[config.mk]
export PLATFORM = sky130hd
export DESIGN_NAME = positional_list_engine_top
export DESIGN_NICKNAME = d
export VERILOG_FILES = /design/src/sv/plen_pkg.sv /design/src/sv/plen_ram.sv /design/src/sv/plen_seq.sv /design/src/sv/positional_list_engine_top.sv
export SDC_FILE = /design/constraint.sdc
export NUM_CORES = 2
export LEC_CHECK = 0
export ABC_AREA = 1
export BUFFER_PORTS_ARGS = -buffer_cell sky130_fd_sc_hd__buf_4
export CAP_MARGIN = 20
export CORE_MARGIN = 2
export CORE_UTILIZATION = 30
export DETAILED_ROUTE_END_ITERATION = 12
export GPL_TIMING_DRIVEN = 0
export PLACE_DENSITY = 0.48
export SYNTH_ARGS = -nofsm -noshare
export SYNTH_HDL_FRONTEND = slang
export SYNTH_SLANG_ARGS = --single-unit
[constraint.sdc]
create_clock -name clk -period 8.5 [get_ports clk]
set_input_delay 1.275 -clock clk [delete_from_list [all_inputs] [get_ports clk]]
set_output_delay 1.275 -clock clk [all_outputs]
set_load 0.02 [all_outputs]
[src/sv/plen_pkg.sv]
// Shared constants and codes for the positional list engine.
package plen_pkg;

  localparam int CAPACITY_DEF = 64;

  localparam int OPCODE_W = 2;
  localparam int POS_W    = 6;
  localparam int VALUE_W  = 32;
  localparam int STATUS_W = 3;
  localparam int COUNT_W  = 7;

  localparam int POS_MAX   = 63;
  localparam int COUNT_MAX = 127;

  localparam logic [OPCODE_W-1:0] OP_INSERT = 2'd0;
  localparam logic [OPCODE_W-1:0] OP_DELETE = 2'd1;
  localparam logic [OPCODE_W-1:0] OP_SEARCH = 2'd2;
  localparam logic [OPCODE_W-1:0] OP_RSVD   = 2'd3;

  localparam logic [STATUS_W-1:0] ST_DONE      = 3'd0;
  localparam logic [STATUS_W-1:0] ST_NOT_FOUND = 3'd1;
  localparam logic [STATUS_W-1:0] ST_RANGE     = 3'd2;
  localparam logic [STATUS_W-1:0] ST_FULL      = 3'd3;
  localparam logic [STATUS_W-1:0] ST_EMPTY     = 3'd4;

endpackage

[src/sv/plen_ram.sv]
// Entry store: one write port, one registered read port.
module plen_ram #(
  parameter int DEPTH = plen_pkg::CAPACITY_DEF,
  parameter int AW    = $clog2(DEPTH),
  parameter int DW    = plen_pkg::VALUE_W
) (
  input  logic          clk,
  input  logic          we,
  input  logic [AW-1:0] waddr,
  input  logic [DW-1:0] wdata,
  input  logic [AW-1:0] raddr,
  output logic [DW-1:0] rdata
);
  logic [DW-1:0] mem [DEPTH];

  always_ff @(posedge clk) begin
    if (we) begin
      mem[waddr] <= wdata;
    end
    rdata <= mem[raddr];
  end
endmodule

[src/sv/plen_seq.sv]
// Operation sequencer: walks the entry store one word at a time with a shared index unit.
module plen_seq #(
  parameter int CAPACITY = plen_pkg::CAPACITY_DEF,
  parameter int AW       = $clog2(CAPACITY),
  parameter int CW       = $clog2(CAPACITY + 1)
) (
  input  logic                            clk,
  input  logic                            rst,
  input  logic                            in_valid,
  output logic                            in_ready,
  input  logic [plen_pkg::OPCODE_W-1:0]   in_opcode,
  input  logic [plen_pkg::POS_W-1:0]      in_position,
  input  logic signed [plen_pkg::VALUE_W-1:0] in_value,
  output logic                            out_valid,
  input  logic                            out_ready,
  output logic [plen_pkg::STATUS_W-1:0]   out_status,
  output logic [plen_pkg::POS_W-1:0]      out_found_position,
  output logic [plen_pkg::COUNT_W-1:0]    out_entry_count,
  output logic                            mem_we,
  output logic [AW-1:0]                   mem_waddr,
  output logic [plen_pkg::VALUE_W-1:0]    mem_wdata,
  output logic [AW-1:0]                   mem_raddr,
  input  logic [plen_pkg::VALUE_W-1:0]    mem_rdata
);
  import plen_pkg::*;

  localparam int XW = (CW > COUNT_W) ? CW : COUNT_W;

  typedef enum logic [2:0] {S_IDLE, S_RD, S_WR, S_FIN, S_RES} state_t;

  state_t                state;
  logic [OPCODE_W-1:0]   op;
  logic [POS_W-1:0]      pos;
  logic [VALUE_W-1:0]    value;
  logic [AW-1:0]         idx;
  logic [CW-1:0]         count;
  logic [STATUS_W-1:0]   res_status;
  logic [POS_W-1:0]      res_fpos;

  logic [XW-1:0] count_x, idx_x, in_pos_x, pos_x;
  logic [AW-1:0] idx_dec, idx_inc, pos_a;
  logic          accept;

  assign count_x  = XW'(count);
  assign idx_x    = XW'(idx);
  assign in_pos_x = XW'(in_position);
  assign pos_x    = XW'(pos);
  assign idx_dec  = idx - AW'(1);
  assign idx_inc  = idx + AW'(1);
  assign pos_a    = AW'(pos);
  assign in_ready = (state == S_IDLE);
  assign accept   = in_valid && in_ready;

  always_comb begin
    mem_we    = 1'b0;
    mem_waddr = idx;
    mem_wdata = mem_rdata;
    mem_raddr = idx;
    unique case (state)
      S_RD: begin
        if (op == OP_INSERT) begin
          mem_raddr = idx_dec;
        end else if (op == OP_DELETE) begin
          mem_raddr = idx_inc;
        end
      end
      S_WR: begin
        mem_we = (op == OP_INSERT) || (op == OP_DELETE);
      end
      S_FIN: begin
        mem_we    = 1'b1;
        mem_waddr = pos_a;
        mem_wdata = value;
      end
      default: ;
    endcase
  end

  always_ff @(posedge clk) begin
    if (rst) begin
      state     <= S_IDLE;
      count     <= '0;
      out_valid <= 1'b0;
    end else begin
      if (out_ready && (state != S_RES)) begin
        out_valid <= 1'b0;
      end
      unique case (state)
        S_IDLE: begin
          if (accept) begin
            op         <= in_opcode;
            pos        <= in_position;
            value      <= in_value;
            res_fpos   <= '0;
            unique case (in_opcode)
              OP_INSERT: begin
                if (count_x == XW'(CAPACITY)) begin
                  res_status <= ST_FULL;
                  state      <= S_RES;
                end else if (in_pos_x > count_x) begin
                  res_status <= ST_RANGE;
                  state      <= S_RES;
                end else begin
                  res_status <= ST_DONE;
                  idx        <= AW'(count);
                  state      <= (in_pos_x == count_x) ? S_FIN : S_RD;
                end
              end
              OP_DELETE: begin
                if (count == '0) begin
                  res_status <= ST_EMPTY;
                  state      <= S_RES;
                end else if (in_pos_x >= count_x) begin
                  res_status <= ST_RANGE;
                  state      <= S_RES;
                end else if (in_pos_x + XW'(1) == count_x) begin
                  res_status <= ST_DONE;
                  count      <= count - CW'(1);
                  state      <= S_RES;
                end else begin
                  res_status <= ST_DONE;
                  idx        <= AW'(in_position);
                  state      <= S_RD;
                end
              end
              OP_SEARCH: begin
                if (count == '0) begin
                  res_status <= ST_EMPTY;
                  state      <= S_RES;
                end else begin
                  res_status <= ST_DONE;
                  idx        <= '0;
                  state      <= S_RD;
                end
              end
              default: begin
                res_status <= ST_DONE;
                state      <= S_RES;
              end
            endcase
          end
        end
        S_RD: begin
          state <= S_WR;
        end
        S_WR: begin
          unique case (op)
            OP_INSERT: begin
              idx   <= idx_dec;
              state <= (XW'(idx_dec) == pos_x) ? S_FIN : S_RD;
            end
            OP_DELETE: begin
              if (idx_x + XW'(2) == count_x) begin
                count <= count - CW'(1);
                state <= S_RES;
              end else begin
                idx   <= idx_inc;
                state <= S_RD;
              end
            end
            default: begin
              if (mem_rdata == value) begin
                res_fpos <= POS_W'(idx);
                state    <= S_RES;
              end else if ((idx_x + XW'(1) == count_x) || (idx_x == XW'(POS_MAX))) begin
                res_status <= ST_NOT_FOUND;
                state      <= S_RES;
              end else begin
                idx   <= idx_inc;
                state <= S_RD;
              end
            end
          endcase
        end
        S_FIN: begin
          count <= count + CW'(1);
          state <= S_RES;
        end
        S_RES: begin
          if (!out_valid || out_ready) begin
            out_valid          <= 1'b1;
            out_status         <= res_status;
            out_found_position <= res_fpos;
            out_entry_count    <= (count_x > XW'(COUNT_MAX)) ? COUNT_W'(COUNT_MAX)
                                                             : count_x[COUNT_W-1:0];
            state              <= S_IDLE;
          end
        end
        default: state <= S_IDLE;
      endcase
    end
  end
endmodule

[src/sv/positional_list_engine_top.sv]
// Top level of the positional list engine: stream ports, sequencer and entry store.
//
// Requests arrive on the s_ group: s_tuser carries the opcode (insert, delete,
// search), s_tdata the position and value. One result per request leaves on the
// m_ group: m_tuser carries the status, m_tdata the found position and count.
// A request is taken when s_tvalid and s_tready are both high; s_tready is high
// only while the sequencer is idle, so one request is in work at a time.
// Each shifted entry costs one store read and one store write, and
// each searched entry one read and one compare, all through the
// single read port of the entry store.
// s_tready returns in the same cycle that the result is registered.
// The result register parts the two sides: a new request is taken while a
// result waits, and a later result waits in the sequencer until m_tready.
// Synchronous reset empties the list and drops any pending result; the store
// itself is not cleared, as only entries below the count are ever read.
module positional_list_engine_top #(
  parameter int CAPACITY = plen_pkg::CAPACITY_DEF
) (
  input  logic        clk,
  input  logic        rst,
  input  logic        s_tvalid,
  output logic        s_tready,
  input  logic [39:0] s_tdata,   // position[5:0], value[37:6], zero[39:38]
  input  logic [1:0]  s_tuser,   // opcode[1:0]
  output logic        m_tvalid,
  input  logic        m_tready,
  output logic [15:0] m_tdata,   // found_position[5:0], entry_count[12:6], zero[15:13]
  output logic [2:0]  m_tuser    // status[2:0]
);
  import plen_pkg::*;

  localparam int AW = (CAPACITY > 1) ? $clog2(CAPACITY) : 1;
  localparam int CW = $clog2(CAPACITY + 1);

  logic               mem_we;
  logic [AW-1:0]      mem_waddr, mem_raddr;
  logic [VALUE_W-1:0] mem_wdata, mem_rdata;
  logic [POS_W-1:0]   found_position;
  logic [COUNT_W-1:0] entry_count;

  plen_seq #(.CAPACITY(CAPACITY), .AW(AW), .CW(CW)) u_seq (
    .clk                (clk),
    .rst                (rst),
    .in_valid           (s_tvalid),
    .in_ready           (s_tready),
    .in_opcode          (s_tuser),
    .in_position        (s_tdata[5:0]),
    .in_value           (s_tdata[37:6]),
    .out_valid          (m_tvalid),
    .out_ready          (m_tready),
    .out_status         (m_tuser),
    .out_found_position (found_position),
    .out_entry_count    (entry_count),
    .mem_we             (mem_we),
    .mem_waddr          (mem_waddr),
    .mem_wdata          (mem_wdata),
    .mem_raddr          (mem_raddr),
    .mem_rdata          (mem_rdata)
  );

  plen_ram #(.DEPTH(CAPACITY), .AW(AW), .DW(VALUE_W)) u_ram (
    .clk   (clk),
    .we    (mem_we),
    .waddr (mem_waddr),
    .wdata (mem_wdata),
    .raddr (mem_raddr),
    .rdata (mem_rdata)
  );

  assign m_tdata = {3'b000, entry_count, found_position};
endmodule

After elaboration in Yosys (flattened, before gate mapping):

Memory sizes are Yosys's and may differ from the RTL's. A register that Yosys moved wholly into a read port is not among the register bits.
Cells that the tools add are included.

* reduce and logical (&&, ||, !) cells: 20
* add/subtract/negate cells: 7
* bitwise gates (word level): 1
* equal/unequal tests: 38
* $lt $le $gt $ge: 3
* muxes and demuxes: 63

Operators by type and width (count)
* $mux 6: 17
* $mux 3: 18
* $mux 7: 7
* $pmux 6 s2: 3
* $eq 32x32->1: 1
* $mux 32: 1
* $ne 3x3->1 const B: 8
* $eq 7x7->1: 3
* $pmux 7 s3: 1
* $pmux 3 s3: 2
* $pmux 6 s3: 1
* $pmux 3 s5: 1
* $add 6x1->7 const B: 2
* $ne 2x2->1 const B: 7
* $reduce_and 13->1: 1
* $pmux 3 s2: 2
* $ne 2x1->1 const B: 5
* $mux 2: 4
* $ne 4x2->1 const B: 2
* $reduce_and 8->1: 1
* $add 6x2->7 const B: 1
* $add 7x1->7 const B: 1
* $eq 6x7->1: 1
* $eq 7x7->1 const B: 1
* 30 further kinds: 41

* memories: 1
* logic and storage cells: 145
* output and inout port bits: 21
* register bits after elaboration: 82
* bits of input ports: 46
* bits in writable memories: 2048

Memories
* u_ram.mem: depth 64, bits a word 32, read ports 1, clocked after memory_dff 1, write ports 1, line plen_ram.sv:14 `logic [DW-1:0] mem [DEPTH];`

Longest topological paths before layout:

* depth after elaboration: 8
* depth in mapped cells: 17
* mapped depth without buffers: 17

Modules after synthesis:

Synthesis repeated with hierarchy kept, for this count alone.

* cells, all modules: 7497
* area, all modules: 88324.7 sq um

By module, submodules not included
* plen_ram: area an instance 82785.6 sq um, cells an instance 6785, sequential area each 62139.6 sq um, instances 1
* plen_seq: area an instance 5512.8 sq um, cells an instance 708, sequential area each 2352.3 sq um, instances 1
* positional_list_engine_top: area an instance 26.3 sq um, cells an instance 4, sequential area each 0.0 sq um, instances 1

Least setup slack after synthesis:

Ideal clock, no wire load.

* kind: reg-to-reg
* start point: register u_seq.state[1]
* end point: memory u_ram.mem[0][0] in the netlist's numbering (data pin)
* arrival: 3.667 ns
* stages on the path, launching flop included: 7
* period minus slack after synthesis: 4.369 ns
* data required time: 7.798 ns
* setup slack: 4.131 ns
* cell sequence: dfxtp_1 inv_2 nor2_1 nand2_1 clkbuf_1 clkbuf_1 o21ai_0

* cells in the longest elaborated chain, start to end: 2

RTL lines
* start: declaration: line plen_seq.sv:31 `state_t state;`
* start signal: assignment: line plen_seq.sv:106 `state <= (in_pos_x == count_x) ? S_FIN : S_RD;`
* start signal: assignment: line plen_seq.sv:150 `state <= (XW'(idx_dec) == pos_x) ? S_FIN : S_RD;`
* $eq 3x2->1: line plen_seq.sv:59 `unique case (state)`
* $mux 32: line plen_seq.sv:59
* via mem_wdata[0]: line positional_list_engine_top.sv:37 `logic [VALUE_W-1:0] mem_wdata, mem_rdata;`
* end: declaration: line plen_ram.sv:14

The timed path passes the listed nets, and every way through them passes these cells.

Final worst setup path:

* start point: register u_seq.idx[1]
* end point: register u_ram.rdata[14], read port of u_ram.mem

* cells in the longest elaborated chain, start to end: 4
* elaborated cells on any way between the ends: 5
* those cells by class: add/sub (2); mux (3)

RTL lines
* start: declaration: line plen_seq.sv:35 `logic [AW-1:0] idx;`
* start signal: assignment: line plen_seq.sv:105 `idx <= AW'(count);`
* start signal: assignment: line plen_seq.sv:122 `idx <= AW'(in_position);`
* start signal: assignment: line plen_seq.sv:149 `idx <= idx_dec;`
* $add 6x1->6: line plen_seq.sv:49 `assign idx_inc = idx + AW'(1);`
* $mux 6: line plen_seq.sv:63 `end else if (op == OP_DELETE) begin`
* $mux 6: line plen_seq.sv:61 `if (op == OP_INSERT) begin`
* $mux 6 (*): line plen_seq.sv:59
* end: declaration: line plen_ram.sv:12 `output logic [DW-1:0] rdata`

Mark *: on every way between the ends. The rest lies on a longest branch, timed or not.
A chain may end at the register's enable or synchronous reset.

==> flow_summary_export.csv <==
group,metric,value,unit
run_status,status,"finished, final reports clean",
layout,utilization,35.5,%
sta,slew_violations,0,
grt,grtUsageTotal,20.0,%
die,num_io_pins,67,
yosys,ys_top_cells_by_area,"edfxtp_1 (71%), o211ai_1 (7.5%), nand3_1 (6.2%), nand2_1 (3.9%), or2_2 (2.5%)",
yosys,syn_area,89400,um^2
cts,root_buffer,"clkbuf_16",
cts,ctsHoldBuffers,0,
critical_path,crit_arrival,5.96,ns
detailed_routing,routedWlPerCell,27.1,um
detailed_routing,firstDrtPassIters,7,
critical_path,crit_path_start_kind,"flip-flop",
cts,cts_tree,"yes",
grt,met1_usage,27.2,%
yosys,yosys-top-cells-count,"edfxtp_1 (2,119), nand3_1 (1,099), nand2_1 (931)",
layout,area_growth,17.8,%
critical_path,worst_setup_path_end_kind,"flip-flop",
grt,grt_start_max_net_pins,65,
die,die_x,550,um
detailed_routing,drt-vias-per-instance,5.12,
critical_path,crit_chain,"clkbuf_1 -> inv_1 -> ha_1 -> inv_1 -> nand2_1 -> nand3_1 -> o21ai_2 -> buf_8 -> inv_2 -> buf_2 -> buf_2 -> o211ai_1 -> nand3_1 -> nand3_1 -> nand3_1 -> nand3_1 -> nand2_1",
die,row_count,200,
cts,clk_pin_slew,0.06,ns
layout,nNetsFinal,7343,
sta,period_share,61.0,%
grt,grt_pass1_wl,431,mm
power_and_ir_drop,leakage,35.2,nW
layout,seqCellArea,64500,um^2
layout,multi_input_area,21800,um^2
critical_path,cpMostUsedCell,"nand3_1",
yosys,synth-seq-area-share,72.2,%
yosys,synth_seq_cells,2162,
cts,cts_max_path_buffers,4,
cts,numCtsBuffers,239,
grt,grt-busiest-layer,"met2",
cts,insertion_delay,0.91,ns
cts,cts-resized-gates,0,
yosys,ys.flop_type,"edfxtp_1",
yosys,yosysTopAreaCellShare,71.2,%
die,die-height,550,um
power_and_ir_drop,vdd_drop_max,0.000165,V
yosys,synth.avg_cell_area,13.0,um^2
place,gp_congestion,0.917,
sta,finalHoldViolations,0,
sta,fin_tns_setup,0,ns
yosys,synth_most_common_cell,"edfxtp_1",
yosys,yosys.area.top_type,"edfxtp_1",
sta,skew,0.0815,ns
flow_run,maxCapViolCount,0,
sta,worst_pin_slew,1.21,ns
layout,drive_gt1_share,16.6,%
cts,cts_sinks,2162,
cts,cts_max_level,4,
detailed_routing,vias,58400,
grt,grt_overflow_total,0,
power_and_ir_drop,power_density,234,nW/um^2
sta,setup_violations,0,
layout,fillers,28700,
critical_path,critical_path_class,"flip-flop to flip-flop",
die,start_util,30.1,%
critical_path,critPathMaxStageDelay,0.62,ns
sta,fmax,193,MHz
sta,rsz0062_at_grt,"false",
die,core_area,297000,um^2
grt,globalRouteMet3Util,3.68,%
place,io_buffers,61,
yosys,synth_cells,6854,
grt,grt_pass1_vias,56100,
yosys,yosys_warnings,0,
sta,min_period,5.19,ns
critical_path,cp.required,9.27,ns
yosys,synth_edf_count,2119,
detailed_routing,drcViolationCount,0,
die,die_area,302000,um^2
yosys,synthArstFlopShare,0,%
sta,relSlewSlack,19.1,%
detailed_routing,wl,310,mm
hold_path,hp-class,"flip-flop to flip-flop",
critical_path,crit_fanout,10,
critical_path,critPathSlowestCell,"buf_2",
detailed_routing,first_iter_violations,6176,
grt,antenna_found_initial,25,
place,dpl.hpwl,221,mm
layout,instances_no_fill,11400,
cts,post_cts_buffers,0,
place,dp.cells,11000,
detailed_routing,antenna_left,0,
yosys,netlist-cell-type-count,40,
grt,met2_usage,32.2,%
==> layout make-up <==
type | count | area share (%)
plain buffers | 471 | 2.13
clock inverters | 116 | 0.880
repair buffers | 178 | 2.79
diodes | 7 | 0.0166
well taps | 3939 | 4.68
multi-input cells | 3798 | 20.7
flip-flops and latches | 2162 | 61.2
inverters | 425 | 1.52
clock buffers | 310 | 6.02
==> through the flow <==
step	setup slack, ns	hold WS [ns]	cell area, um^2	total power [mW]
3_3_place_gp	-3.31	0.409	94800	14.9
6_report	3.31	0.418	105000	24.6
5_1_grt	3.18	0.426	105000	25.3
2_1_floorplan	4.13	0.400	89400	13.6
4_1_cts	3.42	0.420	105000	24.8
3_5_place_dp	3.40	0.407	98000	15.0
==> worst max-delay path, delay by kind of cell, from the launching register on <==
kind	cells	cell delay, ns
flops	1	0.38
simple gates	7	1.52
buf+inv	7	2.38
fa+ha+maj	1	0.39
compound gates	2	0.36
==> worst paths after layout <==
kind	slack (ns)	cells after the start	startpoint	end
worst max-delay path	3.31	17	u_seq.idx[1]	u_ram.rdata[14]
worst min-delay path	0.42	0	u_seq.res_fpos[4]	u_seq.out_found_position[4]
worst max register to register	3.31	17	u_seq.idx[1]	u_ram.rdata[14]
worst min register to register	0.42	0	u_seq.res_fpos[4]	u_seq.out_found_position[4]
==> state kept, by name, summed over array words and instances, names as in the netlist <==
signal	cells
u_seq.op	2
u_seq.res_status	3
u_seq.out_valid	1
u_ram.mem	2048
u_seq.out_status	3
u_seq.pos	6
u_seq.value	32
u_seq.out_entry_count	7
u_seq.out_found_position	6
u_seq.res_fpos	6
u_seq.count	7
u_seq.state	3
u_ram.rdata	32
u_seq.idx	6
==> cell families (layout without fill, tap and decap cells) <==
logic type                 count (synthesis)  in the layout  synth area share, %
DFF                                     2162           2162                 72.2
xor gates and xnor gates                  38             38                0.372
other                                      1             10              0.00420
adders and majority gates                 22             22                0.316
and+or+nand+nor                         2754           2754                 14.8
AOI/OAI and AO/OA                        981            981                 8.07
buffers and inverters                    896           1500                 4.29
==> power by group <==
| group | internal [mW] | switching, mW |
|---|---|---|
| sequential | 12.1 | 0.0439 |
| combinational | 0.644 | 1.97 |
| clock | 5.61 | 4.25 |
| total | 18.4 | 6.26 |
==> layer usage <==
layer | vias up | part of all wire, %
met4 | 4 | 3.6
met2 | 2200 | 46
met3 | 450 | 7.2
met1 | 29700 | 43
met5 | - | 0.010
li1 | 26100 | -
==> cells in the final DEF (no fill, tap or decap), types with 43 or more instances in the layout <==
cell type	Yosys	layout
nand2_1	931	915
buf_4	14	80
buf_2	263	263
nor2_1	123	58
clkbuf_1	150	215
dfxtp_1	43	43
clkbuf_16	0	242
edfxtp_1	2119	2119
or2_1	226	226
nand3_1	1099	1099
buf_12	0	77
nor2_4	0	65
o211ai_1	896	896
inv_1	412	412
clkinv_1	3	55
or2_2	350	350
(Power assumes the default switching activity.)
